`src/hdl/gfr_pkg.sv`:
```
// Shared types, widths and tables for the gimbal frame rotation block.
// Used by every module under hdl; depends on nothing.
package gfr_pkg;

  localparam int COORD_WIDTH  = 32;
  localparam int ANGLE_WIDTH  = 16;
  localparam int TRIG_STAGES  = 16;
  localparam int ATAN_ENTRIES = 24;
  localparam int TRIG_W       = 34;
  localparam int COEF_W       = 34;
  localparam int PROD_W       = COORD_WIDTH + COEF_W;
  localparam int SUM_W        = PROD_W + 2;

  localparam logic signed [TRIG_W-1:0] CORDIC_GAIN = TRIG_W'(652032874);

  typedef struct packed {
    logic                          command;
    logic signed [COORD_WIDTH-1:0] point_x;
    logic signed [COORD_WIDTH-1:0] point_y;
    logic signed [COORD_WIDTH-1:0] point_z;
    logic signed [ANGLE_WIDTH-1:0] pitch_angle;
    logic signed [ANGLE_WIDTH-1:0] yaw_angle;
  } in_word_t;

  typedef struct packed {
    logic signed [COORD_WIDTH-1:0] rotated_x;
    logic signed [COORD_WIDTH-1:0] rotated_y;
    logic signed [COORD_WIDTH-1:0] rotated_z;
    logic                          saturated;
  } out_word_t;

  typedef struct packed {
    logic signed [TRIG_W-1:0] x;
    logic signed [TRIG_W-1:0] y;
    logic signed [TRIG_W-1:0] z;
    logic                     flip;
  } trig_t;

  typedef struct packed {
    logic                          command;
    logic signed [COORD_WIDTH-1:0] point_x;
    logic signed [COORD_WIDTH-1:0] point_y;
    logic signed [COORD_WIDTH-1:0] point_z;
    trig_t                         pitch;
    trig_t                         yaw;
  } cell_t;

  // arctangent of 2^-i, full turn = 2^32
  function automatic logic signed [TRIG_W-1:0] atan_entry(input int i);
    logic signed [TRIG_W-1:0] r;
    case (i)
      0:  r = TRIG_W'(536870912);
      1:  r = TRIG_W'(316933406);
      2:  r = TRIG_W'(167458907);
      3:  r = TRIG_W'(85004756);
      4:  r = TRIG_W'(42667331);
      5:  r = TRIG_W'(21354465);
      6:  r = TRIG_W'(10680862);
      7:  r = TRIG_W'(5340245);
      8:  r = TRIG_W'(2670163);
      9:  r = TRIG_W'(1335087);
      10: r = TRIG_W'(667544);
      11: r = TRIG_W'(333772);
      12: r = TRIG_W'(166886);
      13: r = TRIG_W'(83443);
      14: r = TRIG_W'(41722);
      15: r = TRIG_W'(20861);
      16: r = TRIG_W'(10430);
      17: r = TRIG_W'(5215);
      18: r = TRIG_W'(2608);
      19: r = TRIG_W'(1304);
      20: r = TRIG_W'(652);
      21: r = TRIG_W'(326);
      22: r = TRIG_W'(163);
      23: r = TRIG_W'(81);
      default: r = '0;
    endcase
    return r;
  endfunction

endpackage

```
`src/hdl/gfr_cordic_cell.sv`:
```
// One CORDIC rotation step for both angles, with the point carried along.
// Depends on gfr_pkg.
module gfr_cordic_cell
  import gfr_pkg::*;
#(
  parameter int STAGE = 0
) (
  input  logic  clk,
  input  logic  rst,
  input  logic  en,
  input  logic  prev_valid,
  input  cell_t prev,
  output logic  valid,
  output cell_t data
);

  localparam logic signed [TRIG_W-1:0] ATAN = atan_entry(STAGE);

  function automatic trig_t step(input trig_t t);
    trig_t r;
    logic signed [TRIG_W-1:0] xs;
    logic signed [TRIG_W-1:0] ys;
    xs = t.x >>> STAGE;
    ys = t.y >>> STAGE;
    r.flip = t.flip;
    if (!t.z[TRIG_W-1]) begin
      r.x = t.x - ys;
      r.y = t.y + xs;
      r.z = t.z - ATAN;
    end else begin
      r.x = t.x + ys;
      r.y = t.y - xs;
      r.z = t.z + ATAN;
    end
    return r;
  endfunction

  cell_t data_next;

  always_comb begin
    data_next       = prev;
    data_next.pitch = step(prev.pitch);
    data_next.yaw   = step(prev.yaw);
  end

  always_ff @(posedge clk) begin
    if (rst) begin
      valid <= 1'b0;
    end else if (en) begin
      valid <= prev_valid;
    end
  end

  always_ff @(posedge clk) begin
    if (en) begin
      data <= data_next;
    end
  end

endmodule

```
`config.mk`:
```
export PLATFORM = sky130hd
export DESIGN_NAME = gfr_cordic_cell
export DESIGN_NICKNAME = d
export VERILOG_FILES = /design/src/hdl/gfr_pkg.sv /design/src/hdl/gfr_cordic_cell.sv
export SDC_FILE = /design/constraint.sdc
export NUM_CORES = 1
export LEC_CHECK = 0
export CAP_MARGIN = 20
export CORE_MARGIN = 2
export CORE_UTILIZATION = 27
export CTS_CLUSTER_SIZE = 25
export DETAILED_ROUTE_END_ITERATION = 12
export DONT_BUFFER_PORTS = 1
export PLACE_DENSITY_LB_ADDON = 0.15
export SKIP_CTS_REPAIR_TIMING = 1
export SLEW_MARGIN = 20
export SYNTH_ARGS = -nofsm -noshare
export SYNTH_HDL_FRONTEND = slang
export SYNTH_SLANG_ARGS = --single-unit
```
`constraint.sdc`:
```
create_clock -name clk -period 4.6 [get_ports clk]
set_input_delay 0.69 -clock clk [delete_from_list [all_inputs] [get_ports clk]]
set_output_delay 0.69 -clock clk [all_outputs]
set_load 0.01 [all_outputs]
```
==> impl_metrics.env, run 1 <==
export IMPL_combPwrFrac_pct=19.8
export IMPL_top_cell_by_count_worst_path="a21oi_1"
export IMPL_placed_cells=3130
export IMPL_grt_start_max_net_pins=303
export IMPL_number_of_global_route_vias_before_repair=16500
export IMPL_final_max_slew_violation_count=0
export IMPL_layout_min_cycle_time_ps=3540
export IMPL_clk_latency_ps=560
export IMPL_largest_clock_skew_in_the_final_design_ps=0
export IMPL_max_slew_worst_pin_slew_ps=793
export IMPL_p_per_area_nw_per_um2=381
export IMPL_reg2reg_setup_slack_ps=3970
export IMPL_synth_warnings=0
export IMPL_fin_setup_tns_ps=0
export IMPL_peakVddDrop_mv=0.252
export IMPL_routed_wl_um=76100
export IMPL_floorplan_core_area_um2=77100
export IMPL_synth_cell_area_um2=20900
export IMPL_worst_path_largest_cell_delay_ps=660
export IMPL_crit_fanout=16
export IMPL_rows=102
export IMPL_crit_required_ps=4900
export IMPL_floorplan_die_area_um2=79700
export IMPL_synth_main_ff_cell="edfxtp_1"
export IMPL_dr_first_iter_drc_count=1340
export IMPL_netlist_cell_type_count=78
export IMPL_avgRoutedWirePerCell_um=23.7
export IMPL_setup_viol=0
export IMPL_reg2reg_depth=2
export IMPL_max_cap_violations=0
export IMPL_switching_power_mw=2.81
export IMPL_power_report_internal_total_mw=6.11
export IMPL_floorplan_initialDensity_pct=27.1
export IMPL_viasPerCell=5.15
export IMPL_synth_enable_flop_cells=301
export IMPL_cts_buffers_inserted=39
export IMPL_holdPathEnd="valid"
export IMPL_final_setup_worst_slack_ps=1060
export IMPL_area_taken_by_multi_input_logic_gates_um2=10700
export IMPL_path_delay_family="simple AND/OR/NAND/NOR gates"
export IMPL_rsz_0062_raised_after_global_routing="no"
export IMPL_max_clock_path_buffers=3
export IMPL_syn_instance_count=2155
export IMPL_post_route_cells_drive_above_1_share_pct=5.74
export IMPL_syn_to_final_growth_pct=11.9
export IMPL_nets_in_the_synthesized_netlist=2674
export IMPL_hpwlAfterDp_um=59100
export IMPL_cp_cell_sequence="inv_1 -> ha_1 -> nand3_1 -> or3_1 -> a211oi_1 -> nand3b_1 -> a21oi_1 -> o21ai_1 -> or4b_1 -> a21oi_1 -> xnor2_1"
export IMPL_clkPwrFrac_pct=37.0
export IMPL_fill_cells=8062
export IMPL_count_of_nets_after_finishing=2650
export IMPL_seq_power_share_pct=43.2
export IMPL_hold_worst_slack_ps=195
export IMPL_clk_root_buffer_cell="clkbuf_16"
export IMPL_numPortBuffers=0
export IMPL_remaining_global_route_overflow=0
export IMPL_outcome="complete, no violations"
export IMPL_async_reset_ff_share_pct=0
export IMPL_timing_critical_path_buf_inv=1
export IMPL_worst_path_max_delay_cell="ha_1"
export IMPL_path_category_of_the_worst_min_delay_check="in2reg"
export IMPL_max_slew_margin_rel_pct=47.1
export IMPL_dp_worst_setup_slack_ps=537
export IMPL_firstDrtPassIters=6
export IMPL_syn_mean_instance_area_um2=9.71
export IMPL_chipWidth_um=282
export IMPL_cts_tree="done"
export IMPL_rr_endpoint="valid"
export IMPL_clk_pin_slew_worst_paths_ps=60
export IMPL_sequential_cell_area_um2=9060
export IMPL_routabilityCongestion=0.936
export IMPL_grt_first_pass_wirelength_um=109000
export IMPL_synth_yosys_seq_area_share_pct=43.3
export IMPL_hold_path_startpoint="rst"
export IMPL_worstSetupPathType="in2reg"
export IMPL_leakagePower_nw=9.11
export IMPL_critPathLaunchType="input pin"
export IMPL_fmax_ghz=0.282
export IMPL_ctsHtreeMaxLevel=2
export IMPL_ys_ff_latch=302
export IMPL_kind_of_end_point_of_the_critical_path="register"
export IMPL_cts_sinks=302
export IMPL_switching_share_pct=31.5
export IMPL_worstReg2RegStart="valid"
export IMPL_dr_total_vias=16500
export IMPL_whs_path_depth=1
export IMPL_detail_route_drc_violations=0
export IMPL_worst_path_arrival_ps=3840
export IMPL_timing_hold_violations_final=0
export IMPL_die_height_um=282
export IMPL_gr_usage_all_layers_pct=18.1
export IMPL_final_instance_count_excl_fill=3203
export IMPL_drtAntennaViolNets=0
export IMPL_pin_count=611
export IMPL_grt_antenna_before_repair=1
export IMPL_timing_final_crit_share_pct=77.0
-- metal layers --
metal / global-route usage, % / wire [µm] / vias up
met5: 0 / 0 / -
met4: 4.68 / 1740 / 0
met3: 5.53 / 5990 / 100
met2: 31.2 / 37000 / 574
met1: 21.7 / 31300 / 8081
li1: - / - / 7728
-- kinds of logic (layout without fill, tap and decap cells) --
| kind of cell | Yosys count | count (layout) | share of synthesized area [%] |
|---|---|---|---|
| buffers and inverters | 308 | 315 | 5.69 |
| flip-flops | 302 | 302 | 43.3 |
| multiplexers | 20 | 20 | 0.957 |
| other | 0 | 1 | 0 |
| AND/OR/NAND/NOR | 501 | 501 | 11.4 |
| AO/OA/AOI/OAI | 681 | 681 | 20.1 |
| adder cells (fa/ha/maj) | 212 | 212 | 13.0 |
| XOR/XNOR | 131 | 131 | 5.49 |
-- sequential cells by signal (all words and copies together), names as in the netlist --
signal  count
data      301
valid       1
-- Yosys cell counts, types with 28 or more instances --
cell      number  share of area [%]
nand2_1      104                1.9
o21ai_0      145                3.5
xnor2_1      112                4.7
clkbuf_1      52               0.93
a21o_1        42                1.5
nor3_1        46                1.1
o21bai_1      41                1.5
inv_1        209                3.8
edfxtp_1     301                 43
a31oi_1       28               0.84
nand3_1       31               0.74
ha_1         204                 12
nor2_1       169                3.0
a21oi_1      254                6.1
-- worst max path at each step --
stage / start / end / cells past startpoint / slack (ps)
after global routing: prev[144] / data[159] / 11 / 850
after CTS: prev[154] / data[198] / 11 / 1120
after floorplan: prev[35] / data[61] / 11 / 1290
after detailed placement: prev[154] / data[198] / 11 / 540
after global placement: prev[138] / data[198] / 11 / 550
final: prev[154] / data[198] / 11 / 1060
-- power groups by stage --
| stage | Clock (mW) | Sequential, mW | Combinational, mW |
|---|---|---|---|
| after global routing | 3.54 | 3.90 | 1.95 |
| after global placement | 0 | 3.93 | 1.77 |
| after CTS | 3.44 | 3.87 | 1.76 |
| after floorplan | 0 | 3.79 | 1.27 |
| final | 3.30 | 3.85 | 1.77 |
| after detailed placement | 0 | 3.92 | 1.75 |
-- placed cells by master (no fill, tap or decap), drive strengths merged, types with 41 or more instances in the layout --
master / Yosys / layout
xnor2: 112 / 112
a21o: 42 / 42
nor2: 169 / 169
o21bai: 41 / 41
a21oi: 258 / 258
nor3: 46 / 46
ha: 204 / 204
inv: 210 / 220
clkbuf: 53 / 42
o21ai: 149 / 149
edfxtp: 301 / 301
nand2: 104 / 104
-- metrics by stage --
stage	util (%)	instance area (µm²)	power, mW
3_5_place_dp	28.6	22000	5.67
5_1_grt	30.4	23400	9.38
2_1_floorplan	-	20900	5.05
6_report	30.4	23400	8.92
4_1_cts	30.4	23400	9.08
3_3_place_gp	28.6	22000	5.70
-- layout make-up --
| type | instances | share of cell area (%) |
|---|---|---|
| clock buffers | 42 | 4.22 |
| flip-flops and latches | 302 | 38.7 |
| multi-input cells | 1545 | 45.6 |
| clock inverters | 30 | 1.64 |
| diodes | 1 | 0.0107 |
| inverters | 217 | 3.48 |
| well taps | 1040 | 5.56 |
| repair buffers | 26 | 0.834 |
Note: power is estimated with default switching activity, not from simulation.
==> run 2, diff against run 1 <==
==> constraint.sdc (replaced) <==
create_clock -name clk -period 2.9 [get_ports clk]
set_input_delay 0.435 -clock clk [delete_from_list [all_inputs] [get_ports clk]]
set_output_delay 0.435 -clock clk [all_outputs]
set_load 0.01 [all_outputs]
==> run 2 against run 1 <==
- global-route usage rose by 1.3 points
- power rose by 65%
- worst hold slack got worse by 130 ps
- setup slack got worse by 990 ps
- clock-buffer cell count rose by 2
==> impl_metrics.env, run 2 (synthesis gave the netlist of run 1 again) <==
export IMPL_outcome="complete, no violations"
export IMPL_number_of_global_route_vias_before_repair=18300
export IMPL_final_max_slew_violation_count=0
export IMPL_fill_cells=7882
export IMPL_max_slew_margin_rel_pct=34.9
export IMPL_grt_antenna_before_repair=0
export IMPL_clkPwrFrac_pct=32.6
export IMPL_chipWidth_um=282
export IMPL_worstReg2RegStart="valid"
export IMPL_peakVddDrop_mv=0.347
export IMPL_max_reg_flops=301
export IMPL_sequential_cell_area_um2=9060
export IMPL_floorplan_die_area_um2=79700
export IMPL_numPortBuffers=0
export IMPL_leakagePower_nw=11.8
export IMPL_floorplan_initialDensity_pct=27.1
export IMPL_post_route_cells_drive_above_1_share_pct=20.5
export IMPL_routed_wl_um=81900
export IMPL_drtAntennaViolNets=0
export IMPL_seq_power_share_pct=41.3
export IMPL_avgRoutedWirePerCell_um=21.6
export IMPL_die_height_um=282
export IMPL_timing_hold_violations_final=0
export IMPL_worstSetupStartpoint="prev[142]"
export IMPL_syn_to_final_growth_pct=35.2
export IMPL_fmax_ghz=0.353
export IMPL_clk_pin_slew_worst_paths_ps=50
export IMPL_pin_count=611
export IMPL_layout_min_cycle_time_ps=2830
export IMPL_floorplan_core_area_um2=77100
export IMPL_rows=102
export IMPL_worst_path_largest_cell_delay_ps=470
export IMPL_remaining_global_route_overflow=0
export IMPL_clk_latency_ps=530
export IMPL_final_setup_worst_slack_ps=65.2
export IMPL_cts_buffers_inserted=38
export IMPL_largest_clock_skew_in_the_final_design_ps=0
export IMPL_ctsHtreeMaxLevel=2
export IMPL_cts_sinks=302
export IMPL_dr_total_vias=18400
export IMPL_max_clock_path_buffers=3
export IMPL_hold_path_startpoint="en"
export IMPL_clk_root_buffer_cell="clkbuf_16"
export IMPL_worst_path_arrival_ps=3110
export IMPL_timing_final_crit_share_pct=97.8
export IMPL_power_report_internal_total_mw=10.2
export IMPL_finish_utilization_pct=36.7
export IMPL_gr_usage_all_layers_pct=19.3
export IMPL_top_cell_by_count_worst_path="buf_4"
export IMPL_combPwrFrac_pct=26.1
export IMPL_firstDrtPassIters=5
export IMPL_placed_cells=3557
export IMPL_p_per_area_nw_per_um2=522
export IMPL_path_category_of_the_worst_min_delay_check="in2reg"
export IMPL_dpl_cell_area_um2=25300
export IMPL_critPathLaunchType="input pin"
export IMPL_cts_tree="done"
export IMPL_area_taken_by_multi_input_logic_gates_um2=10800
export IMPL_layout_cells_most_common_list="buf_4 (454), edfxtp_1 (301), a21oi_1 (252)"
export IMPL_max_flop_register="data"
export IMPL_design_area_um2=28300
export IMPL_crit_fanout=7
export IMPL_detail_route_drc_violations=0
export IMPL_cp_cell_sequence="inv_1 -> ha_2 -> and3_1 -> o21ai_1 -> a2111oi_2 -> buf_4 -> o211ai_1 -> a211oi_2 -> buf_4 -> nor2_1 -> nor3_2 -> o22ai_1 -> xor2_1"
export IMPL_worstSetupPathType="in2reg"
export IMPL_dr_first_iter_drc_count=1129
export IMPL_setup_viol=0
export IMPL_biggestRegsByFlops="data (301), valid (1)"
export IMPL_final_instance_count_excl_fill=3792
export IMPL_count_of_nets_after_finishing=3240
export IMPL_grt_first_pass_wirelength_um=117000
export IMPL_viasPerCell=4.85
export IMPL_max_slew_worst_pin_slew_ps=974
export IMPL_dp_worst_setup_slack_ps=-1040
export IMPL_final_common_cell="buf_4"
export IMPL_final_power_mw=14.8
export IMPL_worst_path_max_delay_cell="a2111oi_2"
export IMPL_grt_start_max_net_pins=303
export IMPL_kind_of_end_point_of_the_critical_path="register"
export IMPL_crit_required_ps=3170
export IMPL_routabilityCongestion=0.918
export IMPL_switching_power_mw=4.58
export IMPL_max_cap_violations=0
export IMPL_switching_share_pct=31.0
export IMPL_hpwlAfterDp_um=65200
[run 2: cell types whose count changed in the layout (fill, tap and decap cells not counted), sizes merged]
cell,before,now
clkbuf,42,44
clkinv,14,23
buf,26,454
clkinvlp,6,2
inv,220,215
bufinv,7,3
dlygate4sd3,0,163
[run 2: power groups by stage]
stage | Sequential [mW] | Combinational [mW] | Clock [mW]
CTS | 6.12 | 3.63 | 5.02
floorplan | 6.00 | 2.02 | 0
detailed placement | 6.20 | 3.60 | 0
finish | 6.10 | 3.85 | 4.81
global placement | 6.21 | 3.62 | 0
global route | 6.16 | 4.20 | 5.18
[run 2: cell type report]
| type | instances | area share (%) |
|---|---|---|
| tap | 1040 | 4.60 |
| multi-input combinational | 1545 | 38.2 |
| timing repair buffer | 617 | 17.8 |
| clock buffer | 44 | 3.67 |
| inverter | 217 | 2.88 |
| clock inverter | 26 | 0.783 |
| sequential | 302 | 32.0 |
| antenna | 1 | 0.00885 |
[run 2: final timing paths]
| check | to | slack [ps] | cells after the start |
|---|---|---|---|
| max | data[205] | 70 | 13 |
| min | data[143] | 60 | 0 |
| max reg2reg | valid | 2210 | 2 |
| min reg2reg | valid | 630 | 2 |
[run 2: metrics by stage]
step	setup TNS (ps)	hold slack, ps
after CTS	-1110	-80.9
after floorplan	0	507
after global placement	-20210	513
final	0	64.2
after detailed placement	-19590	515
after global routing	-2.55	-2.56
[run 2: routing by layer]
metal	routed length, µm	global-route usage [%]
met5	0	0
met4	1210	3.61
met3	5390	4.88
met2	41100	34.1
met1	34100	23.8
[run 2: critical path, delay by kind of cell]
| family | cells | cell delay (ps) |
|---|---|---|
| AOI/OAI and AO/OA | 5 | 1260 |
| and+or+nand+nor | 3 | 450 |
| buffers and inverters | 3 | 400 |
| adders and majority gates | 1 | 380 |
| xor gates and xnor gates | 1 | 170 |
==> run 3, diff against run 2 <==
--- a/config.mk
+++ b/config.mk
@@ -6,6 +6,7 @@
 export NUM_CORES = 1
 export LEC_CHECK = 0
 export CAP_MARGIN = 20
+export CORE_ASPECT_RATIO = 1.1
 export CORE_MARGIN = 2
 export CORE_UTILIZATION = 27
 export CTS_CLUSTER_SIZE = 25
==> run 3 against run 2 <==
- clock-buffer cell count fell by 3
- clock skew did not move
- critical endpoint is now data[160]
- non-clock buffer count rose by 22
- via count rose by 1.1%
- core utilization rose by 0.17 points
- final cell count rose by 0.29%
- first-iteration DRC count rose by 5.5%
- clock power barely moved
- wire length rose by 0.43%
- setup slack improved by 11 ps
- critical path depth fell by 1
- sequential cell count did not move
==> impl_metrics.env, run 3 (synthesis gave the netlist of run 1 again) <==
export IMPL_cts_tree="done"
export IMPL_grt_start_max_net_pins=303
export IMPL_leakagePower_nw=12.0
export IMPL_path_category_of_the_worst_min_delay_check="in2reg"
export IMPL_layout_min_cycle_time_ps=2820
export IMPL_p_per_area_nw_per_um2=521
export IMPL_biggestRegsByFlops="data (301), valid (1)"
export IMPL_switching_share_pct=31.1
export IMPL_routed_wl_um=82300
export IMPL_hpwlAfterDp_um=65700
export IMPL_worst_path_arrival_ps=3120
export IMPL_viasPerCell=4.89
export IMPL_finish_utilization_pct=36.8
export IMPL_avgRoutedWirePerCell_um=21.6
export IMPL_chipWidth_um=269
export IMPL_die_height_um=296
export IMPL_dp_worst_setup_slack_ps=-1140
export IMPL_fin_setup_tns_ps=0
export IMPL_max_flop_register="data"
export IMPL_use_met1_pct=22.2
export IMPL_max_clock_path_buffers=3
export IMPL_syn_to_final_growth_pct=35.8
export IMPL_count_of_nets_after_finishing=3261
export IMPL_gr_usage_all_layers_pct=19.5
export IMPL_largest_clock_skew_in_the_final_design_ps=0
export IMPL_antennaDiodeCount=0
export IMPL_max_cap_violations=0
export IMPL_final_setup_worst_slack_ps=76.0
export IMPL_number_of_global_route_vias_before_repair=18400
export IMPL_switching_power_mw=4.59
export IMPL_floorplan_initialDensity_pct=27.1
export IMPL_outcome="complete, no violations"
export IMPL_crit_required_ps=3200
export IMPL_clk_latency_ps=540
export IMPL_clk_root_buffer_cell="clkbuf_16"
export IMPL_fmax_ghz=0.354
export IMPL_peakVddDrop_mv=0.430
export IMPL_clkPwrFrac_pct=32.5
export IMPL_timing_hold_violations_final=0
export IMPL_final_max_slew_violation_count=0
export IMPL_final_instance_count_excl_fill=3803
export IMPL_timing_final_crit_share_pct=97.4
export IMPL_detail_route_drc_violations=0
export IMPL_final_common_cell="buf_4"
export IMPL_final_power_mw=14.8
export IMPL_cts_buffers_inserted=37
export IMPL_setup_viol=0
export IMPL_combPwrFrac_pct=26.2
export IMPL_rsz_0062_raised_after_global_routing="yes"
export IMPL_floorplan_die_area_um2=79700
export IMPL_routabilityCongestion=0.903
export IMPL_dr_total_vias=18600
export IMPL_cts_sinks=302
export IMPL_power_report_internal_total_mw=10.2
export IMPL_floorplan_core_area_um2=77100
export IMPL_seq_power_share_pct=41.3
export IMPL_crit_fanout=4
export IMPL_numPortBuffers=0
export IMPL_rows=107
export IMPL_grt_antenna_before_repair=1
export IMPL_worstSetupPathType="in2reg"
export IMPL_grt_met3_usage_pct=4.92
export IMPL_remaining_global_route_overflow=0
export IMPL_placed_cells=3575
export IMPL_max_slew_worst_pin_slew_ps=645
export IMPL_clk_pin_slew_worst_paths_ps=50
export IMPL_grt_busiest_layer="met2"
export IMPL_max_slew_margin_rel_pct=56.4
export IMPL_dr_first_iter_drc_count=1191
export IMPL_global_route_usage_met2_pct=35.6
export IMPL_ctsHtreeMaxLevel=2
export IMPL_fill_cells=7861
export IMPL_grt_first_pass_wirelength_um=118000
export IMPL_post_route_cells_drive_above_1_share_pct=21.3
export IMPL_firstDrtPassIters=6
export IMPL_critPathLaunchType="input pin"
export IMPL_pin_count=611
export IMPL_layout_cells_most_common_list="buf_4 (479), edfxtp_1 (301), a21oi_1 (253)"
export IMPL_max_reg_flops=301
export IMPL_drtAntennaViolNets=0
export IMPL_kind_of_end_point_of_the_critical_path="register"
-- run 3: changes by cell type in the layout (fill, tap and decap cells not counted), sizes merged --
cell	before	now
buf	454	480
clkbuf	44	41
bufinv	3	4
clkinv	23	21
inv	215	214
dlygate4sd3	163	159
diode	1	0
-- run 3: cell type report --
type | count | area, µm² | share of cell area [%]
clock buffer | 41 | 983 | 3.46
clock inverter | 24 | 259 | 0.912
timing repair buffer | 639 | 5210 | 18.3
multi-input combinational | 1545 | 10800 | 38.0
tap | 1035 | 1290 | 4.56
sequential | 302 | 9060 | 31.9
inverter | 217 | 815 | 2.87
-- run 3: power by group through the flow --
stage | sequential [mW] | combinational (mW) | clock, mW
final | 6.10 | 3.88 | 4.81
after global routing | 6.15 | 4.24 | 5.15
after floorplan | 6.00 | 2.02 | 0
after detailed placement | 6.21 | 3.65 | 0
after global placement | 6.21 | 3.67 | 0
after CTS | 6.13 | 3.67 | 5.01
-- run 3: layer usage --
layer  up-vias  wire, µm
li1       8942         -
met1      8963     32000
met2       585     42100
met3       118      5680
met4         0      2540
met5         -         0
-- run 3: path summary, 6_finish.rpt --
| path | startpoint | end | slack [ps] | depth (start not counted) |
|---|---|---|---|---|
| max | prev[138] | data[160] | 80 | 12 |
| min | prev[30] | data[30] | 50 | 1 |
| max reg2reg | valid | valid | 2260 | 2 |
| min reg2reg | valid | valid | 570 | 2 |
-- run 3: per-stage QoR --
| step | hold WS [ps] | cell area, µm² |
|---|---|---|
| floorplan | 507 | 21000 |
| global placement | 509 | 25400 |
| detailed placement | 516 | 25400 |
| CTS | -85.4 | 26700 |
| global route | -6.25 | 28400 |
| finish | 53.3 | 28400 |
-- run 3: worst max-delay path: stages --
cell and delay (ps):
ha_1 210, fa_1 410, nor2b_2 190, o211ai_1 310
a32oi_2 200, buf_4 190, a21oi_2 210, a21oi_2 150
a21o_1 240, a2111oi_2 360, a21oi_1 90, xnor2_1 140
